### src/design/cic_pkg.sv
// ----------------------------------------------------------------------------
// cic_pkg - shared types and constants of the CIC filter
// Register indexes, default sizes and the configuration bundle handed from
// the register block to the filter engine.
// ----------------------------------------------------------------------------
package cic_pkg;

  localparam int unsigned MAX_STAGES_DEF = 8;
  localparam int unsigned MAX_RATE_DEF   = 64;
  localparam int unsigned ACC_WIDTH_DEF  = 32;

  localparam int unsigned SAMPLE_W = 32;
  localparam int unsigned QDEPTH   = 2;

  localparam logic [2:0] REG_MODE      = 3'd0;
  localparam logic [2:0] REG_STAGES    = 3'd1;
  localparam logic [2:0] REG_DIFFDELAY = 3'd2;
  localparam logic [2:0] REG_RATE      = 3'd3;
  localparam logic [2:0] REG_NORMALIZE = 3'd4;

  // Effective (saturated) configuration.
  typedef struct packed {
    logic       mode;   // 0 decimate, 1 interpolate
    logic       m2;     // differential delay is two
    logic       norm;   // divide results by the gain
    logic [4:0] n;      // stages, 1..MAX_STAGES
    logic [6:0] r;      // rate, 1..MAX_RATE
  } cfg_t;

endpackage

### src/design/cic_front.sv
// ----------------------------------------------------------------------------
// cic_front - input queue of the CIC filter
// Accepts sample beats and holds them in a short queue until the filter
// engine takes them.
// ----------------------------------------------------------------------------
module cic_front (
  input  logic                          clk_i,
  input  logic                          rst_ni,
  input  logic                          in_valid_i,
  output logic                          in_stall_o,
  input  logic [cic_pkg::SAMPLE_W-1:0]  sample_in_i,
  output logic                          q_valid_o,
  output logic [cic_pkg::SAMPLE_W-1:0]  q_sample_o,
  input  logic                          q_pop_i
);

  logic [cic_pkg::SAMPLE_W-1:0] mem_q [cic_pkg::QDEPTH];
  logic       wr_q, rd_q;
  logic [1:0] cnt_q;
  logic       push;

  assign in_stall_o = (cnt_q == 2'(cic_pkg::QDEPTH));
  assign push       = in_valid_i && !in_stall_o;
  assign q_valid_o  = (cnt_q != 2'd0);
  assign q_sample_o = mem_q[rd_q];

  always_ff @(posedge clk_i) begin
    if (push) begin
      mem_q[wr_q] <= sample_in_i;
    end
  end

  always_ff @(posedge clk_i or negedge rst_ni) begin
    if (!rst_ni) begin
      wr_q  <= 1'b0;
      rd_q  <= 1'b0;
      cnt_q <= 2'd0;
    end else begin
      if (push) wr_q <= ~wr_q;
      if (q_pop_i) rd_q <= ~rd_q;
      case ({push, q_pop_i})
        2'b10:   cnt_q <= cnt_q + 2'd1;
        2'b01:   cnt_q <= cnt_q - 2'd1;
        default: cnt_q <= cnt_q;
      endcase
    end
  end

endmodule

### src/design/cic_core.sv
// ----------------------------------------------------------------------------
// cic_core - filter engine of the CIC filter
// Walks integrator and comb stages one per cycle, normalizes through a
// bit-serial divider and holds the result in an output register.
// ----------------------------------------------------------------------------
module cic_core #(
  parameter int unsigned MAX_STAGES = cic_pkg::MAX_STAGES_DEF,
  parameter int unsigned ACC_WIDTH  = cic_pkg::ACC_WIDTH_DEF
) (
  input  logic                          clk_i,
  input  logic                          rst_ni,
  input  cic_pkg::cfg_t                 cfg_i,
  input  logic                          restart_i,
  input  logic                          q_valid_i,
  input  logic [cic_pkg::SAMPLE_W-1:0]  q_sample_i,
  output logic                          q_pop_o,
  output logic                          out_valid_o,
  input  logic                          out_stall_i,
  output logic [cic_pkg::SAMPLE_W-1:0]  sample_out_o,
  output logic                          last_of_run_o
);

  localparam int unsigned SIW = (MAX_STAGES > 1) ? $clog2(MAX_STAGES) : 1;
  localparam int unsigned CD  = 2 * MAX_STAGES;
  localparam int unsigned CIW = $clog2(CD);
  localparam int unsigned DCW = $clog2(ACC_WIDTH);
  localparam int unsigned AW  = ACC_WIDTH;

  typedef enum logic [5:0] {
    S_IDLE  = 6'b000001,
    S_SETUP = 6'b000010,
    S_INTEG = 6'b000100,
    S_COMB  = 6'b001000,
    S_DIV   = 6'b010000,
    S_OUT   = 6'b100000
  } state_e;

  state_e         state_q, state_d;
  logic [AW-1:0]  sum_q, sum_d;
  logic [SIW-1:0] stg_q, stg_d;
  logic [6:0]     rep_q, rep_d;
  logic [5:0]     dph_q, dph_d;
  logic           cph_q, cph_d;
  logic [AW-1:0]  integ_q [MAX_STAGES];
  logic [AW-1:0]  integ_d [MAX_STAGES];
  logic [AW-1:0]  comb_q [CD];
  logic [AW-1:0]  comb_d [CD];
  logic [AW-1:0]  ddiv_q, ddiv_d, idiv_q, idiv_d;
  logic [AW-1:0]  rem_q, rem_d, quo_q, quo_d;
  logic           neg_q, neg_d;
  logic [DCW-1:0] dcnt_q, dcnt_d;
  logic           ov_q, ov_d, last_q, last_d;
  logic [AW-1:0]  res_q, res_d;

  logic           stg_last, out_free, rep_last;
  logic [7:0]     rm;
  logic [AW+7:0]  pd_prod, pi_prod;
  logic [AW-1:0]  acc_in, integ_sum, comb_dv, finish_v;
  logic [CIW-1:0] cidx;
  logic [AW:0]    dt, dv;
  logic           dge;
  logic [AW-1:0]  dq;

  assign stg_last = (5'(stg_q) == (cfg_i.n - 5'd1));
  assign rep_last = (rep_q == (cfg_i.r - 7'd1));
  assign out_free = !ov_q || !out_stall_i;
  assign rm       = cfg_i.m2 ? {cfg_i.r, 1'b0} : {1'b0, cfg_i.r};
  assign pd_prod  = (AW+8)'(ddiv_q) * (AW+8)'(rm);
  assign pi_prod  = (AW+8)'(ddiv_q) * (AW+8)'({6'd0, cfg_i.m2, ~cfg_i.m2});
  assign acc_in   = AW'($signed(q_sample_i));
  assign integ_sum = sum_q + integ_q[stg_q];
  assign cidx     = CIW'((cfg_i.m2 ? {1'b0, stg_q, 1'b0} : {2'b00, stg_q})
                         + (SIW+2)'(cph_q));
  assign comb_dv  = comb_q[cidx];
  assign dt       = {rem_q, quo_q[AW-1]};
  assign dv       = {1'b0, (cfg_i.mode ? idiv_q : ddiv_q)};
  assign dge      = (dt >= dv);
  assign dq       = {quo_q[AW-2:0], dge};

  assign q_pop_o       = (state_q == S_IDLE) && q_valid_i && !restart_i;
  assign out_valid_o   = ov_q;
  assign sample_out_o  = cic_pkg::SAMPLE_W'($signed(res_q));
  assign last_of_run_o = last_q;

  always_comb begin
    state_d = state_q;
    sum_d   = sum_q;
    stg_d   = stg_q;
    rep_d   = rep_q;
    dph_d   = dph_q;
    cph_d   = cph_q;
    integ_d = integ_q;
    comb_d  = comb_q;
    ddiv_d  = ddiv_q;
    idiv_d  = idiv_q;
    rem_d   = rem_q;
    quo_d   = quo_q;
    neg_d   = neg_q;
    dcnt_d  = dcnt_q;
    ov_d    = ov_q && out_stall_i;
    last_d  = last_q;
    res_d   = res_q;
    finish_v = sum_q;

    unique case (state_q)
      S_IDLE: begin
        if (q_valid_i) begin
          sum_d   = acc_in;
          stg_d   = '0;
          rep_d   = '0;
          state_d = cfg_i.mode ? S_COMB : S_INTEG;
        end
      end
      S_SETUP: begin
        if (stg_last) begin
          idiv_d  = (|pi_prod[AW+7:AW]) ? '1 : pi_prod[AW-1:0];
          stg_d   = '0;
          state_d = S_IDLE;
        end else begin
          stg_d = stg_q + SIW'(1);
        end
        ddiv_d = (|pd_prod[AW+7:AW]) ? '1 : pd_prod[AW-1:0];
      end
      S_INTEG: begin
        integ_d[stg_q] = integ_sum;
        sum_d          = integ_sum;
        finish_v       = integ_sum;
        if (stg_last) begin
          stg_d = '0;
          if (!cfg_i.mode) begin
            if (dph_q != 6'd0) begin
              dph_d   = dph_q - 6'd1;
              state_d = S_IDLE;
            end else begin
              dph_d   = 6'(cfg_i.r - 7'd1);
              state_d = S_COMB;
            end
          end else begin
            state_d = cfg_i.norm ? S_DIV : S_OUT;
          end
        end else begin
          stg_d = stg_q + SIW'(1);
        end
      end
      S_COMB: begin
        comb_d[cidx] = sum_q;
        sum_d        = sum_q - comb_dv;
        finish_v     = sum_q - comb_dv;
        if (stg_last) begin
          stg_d = '0;
          if (cfg_i.m2) cph_d = ~cph_q;
          if (!cfg_i.mode) begin
            state_d = cfg_i.norm ? S_DIV : S_OUT;
          end else begin
            state_d = S_INTEG;
          end
        end else begin
          stg_d = stg_q + SIW'(1);
        end
      end
      S_DIV: begin
        rem_d  = dge ? AW'(dt - dv) : AW'(dt);
        quo_d  = dq;
        dcnt_d = dcnt_q + DCW'(1);
        if (dcnt_q == DCW'(AW - 1)) begin
          sum_d   = neg_q ? (AW'(0) - dq) : dq;
          state_d = S_OUT;
        end
      end
      S_OUT: begin
        if (out_free) begin
          ov_d   = 1'b1;
          res_d  = sum_q;
          last_d = cfg_i.mode ? rep_last : 1'b1;
          if (!cfg_i.mode || rep_last) begin
            state_d = S_IDLE;
          end else begin
            rep_d   = rep_q + 7'd1;
            sum_d   = '0;
            stg_d   = '0;
            state_d = S_INTEG;
          end
        end
      end
      default: state_d = S_IDLE;
    endcase

    // Arm the divider with the magnitude of the value that just finished.
    if (state_d == S_DIV && state_q != S_DIV) begin
      neg_d  = finish_v[AW-1];
      quo_d  = finish_v[AW-1] ? (AW'(0) - finish_v) : finish_v;
      rem_d  = '0;
      dcnt_d = '0;
    end

    // A register write restarts the filter and recomputes the divisors.
    if (restart_i) begin
      for (int i = 0; i < MAX_STAGES; i++) integ_d[i] = '0;
      for (int i = 0; i < CD; i++) comb_d[i] = '0;
      cph_d   = 1'b0;
      dph_d   = '0;
      stg_d   = '0;
      ddiv_d  = AW'(1);
      idiv_d  = AW'(1);
      state_d = S_SETUP;
    end
  end

  always_ff @(posedge clk_i or negedge rst_ni) begin
    if (!rst_ni) begin
      state_q <= S_IDLE;
      stg_q   <= '0;
      rep_q   <= '0;
      dph_q   <= '0;
      cph_q   <= 1'b0;
      for (int i = 0; i < MAX_STAGES; i++) integ_q[i] <= '0;
      for (int i = 0; i < CD; i++) comb_q[i] <= '0;
      ddiv_q  <= AW'(1);
      idiv_q  <= AW'(1);
      dcnt_q  <= '0;
      ov_q    <= 1'b0;
    end else begin
      state_q <= state_d;
      stg_q   <= stg_d;
      rep_q   <= rep_d;
      dph_q   <= dph_d;
      cph_q   <= cph_d;
      integ_q <= integ_d;
      comb_q  <= comb_d;
      ddiv_q  <= ddiv_d;
      idiv_q  <= idiv_d;
      dcnt_q  <= dcnt_d;
      ov_q    <= ov_d;
    end
  end

  always_ff @(posedge clk_i) begin
    sum_q  <= sum_d;
    rem_q  <= rem_d;
    quo_q  <= quo_d;
    neg_q  <= neg_d;
    last_q <= last_d;
    res_q  <= res_d;
  end

endmodule

### src/design/cic_decimate_interpolate.sv
// ----------------------------------------------------------------------------
// cic_decimate_interpolate - CIC decimator / interpolator
// Register block, input queue and filter engine of a cascaded
// integrator-comb filter with optional gain normalization.
// ----------------------------------------------------------------------------
//
//   Channel | Signals                                   | Direction
//   --------+-------------------------------------------+----------
//   input   | in_valid_i, in_stall_o, sample_in_i       | in
//   output  | out_valid_o, out_stall_i, sample_out_o,   | out
//           | last_of_run_o                             |
//   config  | psel_i, penable_i, pwrite_i, paddr_i,     | in
//           | pwdata_i, prdata_o, pready_o              |
//
// The engine walks one stage per cycle. A decimate beat that is dropped
// runs only the integrators, a kept one the integrators and combs and,
// with normalization, the bit-serial divider. An interpolate beat runs
// the combs, then R rounds of integrators, each followed by the divider
// with normalization. Reset clears all filter state; divisors start at
// one. A register write clears the state and recomputes the divisors.
// The two-entry input queue takes beats until it is full while the engine
// works, and the output register holds a result while the engine moves on.
//
module cic_decimate_interpolate #(
  parameter int unsigned MAX_STAGES = cic_pkg::MAX_STAGES_DEF,
  parameter int unsigned MAX_RATE   = cic_pkg::MAX_RATE_DEF,
  parameter int unsigned ACC_WIDTH  = cic_pkg::ACC_WIDTH_DEF
) (
  input  logic                          clk_i,
  input  logic                          rst_ni,
  input  logic                          in_valid_i,
  output logic                          in_stall_o,
  input  logic [cic_pkg::SAMPLE_W-1:0]  sample_in_i,
  output logic                          out_valid_o,
  input  logic                          out_stall_i,
  output logic [cic_pkg::SAMPLE_W-1:0]  sample_out_o,
  output logic                          last_of_run_o,
  input  logic                          psel_i,
  input  logic                          penable_i,
  input  logic                          pwrite_i,
  input  logic [4:0]                    paddr_i,
  input  logic [31:0]                   pwdata_i,
  output logic [31:0]                   prdata_o,
  output logic                          pready_o
);

  logic       mode_q, norm_q;
  logic [3:0] stages_q;
  logic [1:0] delay_q;
  logic [6:0] rate_q;
  logic       wr_en, wr_hit;
  logic [2:0] ridx;

  cic_pkg::cfg_t              cfg;
  logic                       q_valid, q_pop;
  logic [cic_pkg::SAMPLE_W-1:0] q_sample;

  assign pready_o = 1'b1;
  assign ridx     = paddr_i[4:2];
  assign wr_en    = psel_i && penable_i && pwrite_i;

  // Only writes that land on a register restart the filter.
  always_comb begin
    unique case (ridx)
      cic_pkg::REG_MODE:      begin wr_hit = wr_en; prdata_o = {31'd0, mode_q}; end
      cic_pkg::REG_STAGES:    begin wr_hit = wr_en; prdata_o = {28'd0, stages_q}; end
      cic_pkg::REG_DIFFDELAY: begin wr_hit = wr_en; prdata_o = {30'd0, delay_q}; end
      cic_pkg::REG_RATE:      begin wr_hit = wr_en; prdata_o = {25'd0, rate_q}; end
      cic_pkg::REG_NORMALIZE: begin wr_hit = wr_en; prdata_o = {31'd0, norm_q}; end
      default:                begin wr_hit = 1'b0;  prdata_o = 32'd0; end
    endcase
  end

  always_ff @(posedge clk_i or negedge rst_ni) begin
    if (!rst_ni) begin
      mode_q   <= 1'b0;
      stages_q <= 4'd1;
      delay_q  <= 2'd1;
      rate_q   <= 7'd1;
      norm_q   <= 1'b0;
    end else if (wr_hit) begin
      unique case (ridx)
        cic_pkg::REG_MODE:      mode_q   <= pwdata_i[0];
        cic_pkg::REG_STAGES:    stages_q <= pwdata_i[3:0];
        cic_pkg::REG_DIFFDELAY: delay_q  <= pwdata_i[1:0];
        cic_pkg::REG_RATE:      rate_q   <= pwdata_i[6:0];
        cic_pkg::REG_NORMALIZE: norm_q   <= pwdata_i[0];
        default:                mode_q   <= mode_q;
      endcase
    end
  end

  // Out-of-range settings saturate into their ranges.
  always_comb begin
    cfg.mode = mode_q;
    cfg.norm = norm_q;
    cfg.m2   = (delay_q >= 2'd2);
    if (stages_q == 4'd0) cfg.n = 5'd1;
    else if (5'(stages_q) > 5'(MAX_STAGES)) cfg.n = 5'(MAX_STAGES);
    else cfg.n = 5'(stages_q);
    if (rate_q == 7'd0) cfg.r = 7'd1;
    else if (rate_q > 7'(MAX_RATE)) cfg.r = 7'(MAX_RATE);
    else cfg.r = rate_q;
  end

  cic_front u_front (
    .clk_i       (clk_i),
    .rst_ni      (rst_ni),
    .in_valid_i  (in_valid_i),
    .in_stall_o  (in_stall_o),
    .sample_in_i (sample_in_i),
    .q_valid_o   (q_valid),
    .q_sample_o  (q_sample),
    .q_pop_i     (q_pop)
  );

  cic_core #(
    .MAX_STAGES (MAX_STAGES),
    .ACC_WIDTH  (ACC_WIDTH)
  ) u_core (
    .clk_i         (clk_i),
    .rst_ni        (rst_ni),
    .cfg_i         (cfg),
    .restart_i     (wr_hit),
    .q_valid_i     (q_valid),
    .q_sample_i    (q_sample),
    .q_pop_o       (q_pop),
    .out_valid_o   (out_valid_o),
    .out_stall_i   (out_stall_i),
    .sample_out_o  (sample_out_o),
    .last_of_run_o (last_of_run_o)
  );

endmodule
### config.mk
export PLATFORM = sky130hd
export DESIGN_NAME = cic_decimate_interpolate
export DESIGN_NICKNAME = d
export VERILOG_FILES = /design/src/design/cic_pkg.sv /design/src/design/cic_front.sv /design/src/design/cic_core.sv /design/src/design/cic_decimate_interpolate.sv
export SDC_FILE = /design/constraint.sdc
export NUM_CORES = 2
export LEC_CHECK = 0
export ABC_CLOCK_PERIOD_IN_PS = 12100
export BUFFER_PORTS_ARGS = -buffer_cell sky130_fd_sc_hd__clkbuf_2
export CAP_MARGIN = 15
export CORE_ASPECT_RATIO = 1.25
export CORE_MARGIN = 4
export CORE_UTILIZATION = 35
export DETAILED_ROUTE_END_ITERATION = 10
export PLACE_DENSITY = 0.56
export SETUP_SLACK_MARGIN = 0.4
export SLEW_MARGIN = 20
export SYNTH_ARGS = -nofsm -noshare
export SYNTH_HDL_FRONTEND = slang
export SYNTH_SLANG_ARGS = --single-unit
### constraint.sdc
create_clock -name clk_i -period 12.1 [get_ports clk_i]
set_clock_uncertainty 0.15 [all_clocks]
set_input_delay 1.815 -clock clk_i [delete_from_list [all_inputs] [get_ports clk_i]]
set_output_delay 1.815 -clock clk_i [all_outputs]
set_load 0.05 [all_outputs]
==> qor.txt <==
H-Tree Depth = 3
FMAX = 119 MHz
drt wl/cell = 23.3 um
clock tree from TritonCTS = yes
leakage power total = 30.7 nW
core area = 182000 sq um
die height = 487 um
Vias = 51500
clock-pin transition on the worst setup and hold timing paths = 0.06 ns
CP cell instances = buf_4 -> mux2i_1 -> nor2_1 -> buf_4 -> and2_1 -> fa_1 -> fa_1 -> fa_1 -> inv_1 -> fa_1 -> inv_1 -> ha_1 -> a211oi_1 -> a31oi_1 -> nand4_1 -> a21oi_1 -> nor2_1 -> o21ai_0 -> a31oi_1 -> nand3b_1 -> a211oi_4 -> buf_4 -> a31oi_1
cell area after layout = 71400 sq um
Worst Max-Slew Pin Slew = 1.20 ns
Crit Path Class = register to register
Yosys warnings = 0
Post-synth top flop = dfrtp_1
layout cell share with drive strength beyond 1 = 11.0%
worst skew pair latency = 0.79 ns
placed cell areas = 67100 sq um
sequential area share after synthesis = 42.9%
syn_area_per_cell = 9.53 sq um
Area growth syn-to-layout = 11.3%
DRT iter0 DRCs = 4297
post-DP HPWL = 135 mm
fraction of registers with async set/reset = 81.9%
final hold slack = 0.330 ns
hold-fix buffers at CTS = 0
most frequent CP cell = fa_1
vias per inst = 5.70
total of max-cap violations = 0
Hold Vio Cnt, Final = 0
Reg2Reg Depth = 23
setup tns final = 0 ns
Syn Inst Count = 6726
grt ovf = 0
post-route antenna net violation count = 0
initial antenna violation count = 6
RSZ-0062 raised after global routing = no
worst hold stages = 2
nets@finish = 6970
worst hold-check path type = register to register
Root Buffer = clkbuf_16
crit-path max cell delay = 0.69 ns
first-pass GRT wire length = 323 mm
Arr. time, crit path = 8.87 ns
startpoint types = register
Peak supply drop = 0.000336 V
worst relative slew slack = 20.0%
Final setup viols = 0
CP Max Fanout = 42
TritonCTS Buffers = 119
Max Root-Sink Buffers = 3
post-CTS setup buffer count = 0
post-cts repair resize count = 0
slowest CP cell = mux2i_1
max-slew violation count = 0
Die W = 391 um
pwr dens = 234 nW/um^2
row count = 175
die area = 190000 sq um
IO Port Bufs = 90
Seq cells post-synth = 1074
clk sinks = 1074
DRT Pass-1 Iters = 6
drt total wl = 211 mm
status = finished clean
gp weighted congestion = 0.872
I/O Pins = 144
largest net degree at the start of global routing = 193
count of cell types in the netlist = 97
crit path time final = 8.39 ns
vias in the first global route = 51900
final worst-path cycle share = 69.3%
number of synthesized flops with an enable pin = 162
Mapped Area = 64100 sq um
Initial Utilization = 35.2%
CP required = 12.58 ns
all-layer global routing usage = 21.8%
Setup crit end kind = register
# DRC = 0
[final cells by class]
type                    instances  area [sq um]
diodes                          2          5.00
inverters                     221           830
fillers                     17800        111000
well taps                    2389          2990
clock buffers                 160          3380
repair buffers                242          1780
clock inverters                64           900
flip-flops and latches       1074         27500
multi-input cells            4885         34000
[metal layers]
layer / vias to the layer above / wire length [um] / global-route usage (%)
li1: 23200 / - / -
met1: 26200 / 84700 / 27.1
met2: 1677 / 105000 / 37.9
met3: 413 / 11400 / 2.92
met4: 6 / 10100 / 9.73
met5: - / 29 / 0
[critical path, delay by kind of cell (launching register included)]
family                     cells  cell delay (ns)
and+or+nand+nor                5             1.18
AOI/OAI and AO/OA              7             2.01
muxes                          1             0.69
DFF                            1             0.38
adders and majority gates      5             2.49
buffers and inverters          5             1.29
[registers in the layout, indices dropped and copies added (netlist names), 2 cells and up]
| name | count |
|---|---|
| u_front.cnt_q | 2 |
| u_core.rep_q | 7 |
| u_core.sum_q | 32 |
| u_core.dph_q | 6 |
| u_core.dcnt_q | 5 |
| u_core.sample_out_o | 32 |
| u_core.comb_q | 512 |
| rate_q | 7 |
| u_front.mem_q | 64 |
| stages_q | 4 |
| delay_q | 2 |
| u_core.state_q | 6 |
| u_core.stg_q | 3 |
| u_core.quo_q | 32 |
| u_core.rem_q | 32 |
| u_core.integ_q | 256 |
| u_core.idiv_q | 32 |
| u_core.ddiv_q | 32 |
[cell usage in the layout (no fill, tap or decap), types with 20 or more instances in the layout]
master / Yosys / layout
a22o_1: 231 / 231
inv_1: 217 / 217
o221ai_1: 35 / 35
nand2_1: 1427 / 1426
a21oi_1: 727 / 716
clkbuf_16: 0 / 122
o21ai_0: 281 / 280
mux4_2: 129 / 129
clkinv_2: 0 / 25
nor2b_1: 62 / 61
o31ai_1: 25 / 24
or3_1: 28 / 28
buf_4: 27 / 138
o211ai_1: 20 / 20
nand2b_1: 32 / 30
ha_1: 168 / 166
edfxtp_1: 162 / 162
o21a_1: 21 / 20
nor3_1: 68 / 61
dfxtp_1: 32 / 32
mux2_2: 55 / 55
a22oi_1: 101 / 101
nor4_1: 22 / 22
nor2_1: 163 / 145
and2_1: 143 / 143
a211oi_1: 30 / 29
conb_1: 2 / 27
a21o_1: 73 / 73
fa_1: 183 / 183
and3_1: 80 / 79
xor2_1: 99 / 99
xnor2_1: 91 / 90
nand4_1: 44 / 44
dfrtp_1: 874 / 871
a31oi_1: 60 / 59
clkbuf_2: 4 / 89
mux2i_1: 131 / 130
nand3_1: 88 / 83
[power by group]
| part | internal (W) | switching [W] | total (W) |
|---|---|---|---|
| clock | 0.00235 | 0.00163 | 0.00398 |
| sequential | 0.00423 | 0.000656 | 0.00489 |
| combinational | 0.00280 | 0.00504 | 0.00784 |
| total | 0.00938 | 0.00733 | 0.0167 |
[cell usage after synthesis, drive strengths merged, types with 11 or more instances]
master,n,area (sq um)
a211o,13,114
ha,168,2100
inv,218,818
o21bai,13,97.6
mux4,129,2910
buf,81,429
xor2,99,867
and2,148,928
nor2,163,612
mux2,55,619
o31ai,25,188
a221o,11,110
clkbuf,490,1840
nand2b,32,200
nand3,89,450
o22ai,14,87.6
nor3b,11,87.6
a211oi,32,250
dfxtp,32,641
nand2,1427,5360
mux2i,131,1310
edfxtp,162,4860
o221ai,35,307
dfrtp,874,21900
or3,28,175
a31oi,60,375
a21oi,727,3640
nor3,72,387
a221oi,21,196
nand4,45,297
nor4,23,159
a22o,231,2020
a22oi,101,758
or2,13,81.3
fa,183,3660
nor2b,62,388
o21a,21,158
o211ai,21,171
and3,80,500
a21o,73,548
o21ai,294,1480
xnor2,91,797
[per-stage QoR]
step | worst slack [ns] | power, W | utilization [%] | std cells
2_1_floorplan | 4.39 | 0.0101 | - | 6751
3_3_place_gp | 3.64 | 0.0126 | 36.8 | 8807
3_5_place_dp | 3.63 | 0.0127 | 36.9 | 8810
4_1_cts | 3.60 | 0.0167 | 39.2 | 9034
5_1_grt | 3.13 | 0.0177 | 39.2 | 9036
6_report | 3.71 | 0.0167 | 39.2 | 9037
[path summary, 6_finish.rpt]
check	slack [ns]	from	end
min	0.33	u_core.rem_q[12]	u_core.rem_q[12]
max in group asynchronous	8.47	rst_ni	u_core.comb_q[455]
min in group asynchronous	0.97	rst_ni	u_core.comb_q[282]
min reg2reg	0.33	u_core.rem_q[12]	u_core.rem_q[12]
max	3.71	delay_q[1]	u_core.ddiv_q[8]
max reg2reg	3.71	delay_q[1]	u_core.ddiv_q[8]
[kinds of logic (layout without fill, tap and decap cells)]
group / Yosys count / in the layout / share of synthesized area [%]
AOI/OAI and AO/OA: 1775 / 1775 / 17.6
xor gates and xnor gates: 191 / 191 / 2.63
adders and majority gates: 351 / 351 / 8.99
buffers and inverters: 792 / 687 / 4.84
DFF: 1074 / 1074 / 42.9
muxes: 315 / 315 / 7.54
other: 2 / 29 / 0.0117
and+or+nand+nor: 2226 / 2226 / 15.5
(Power assumes the default switching activity.)
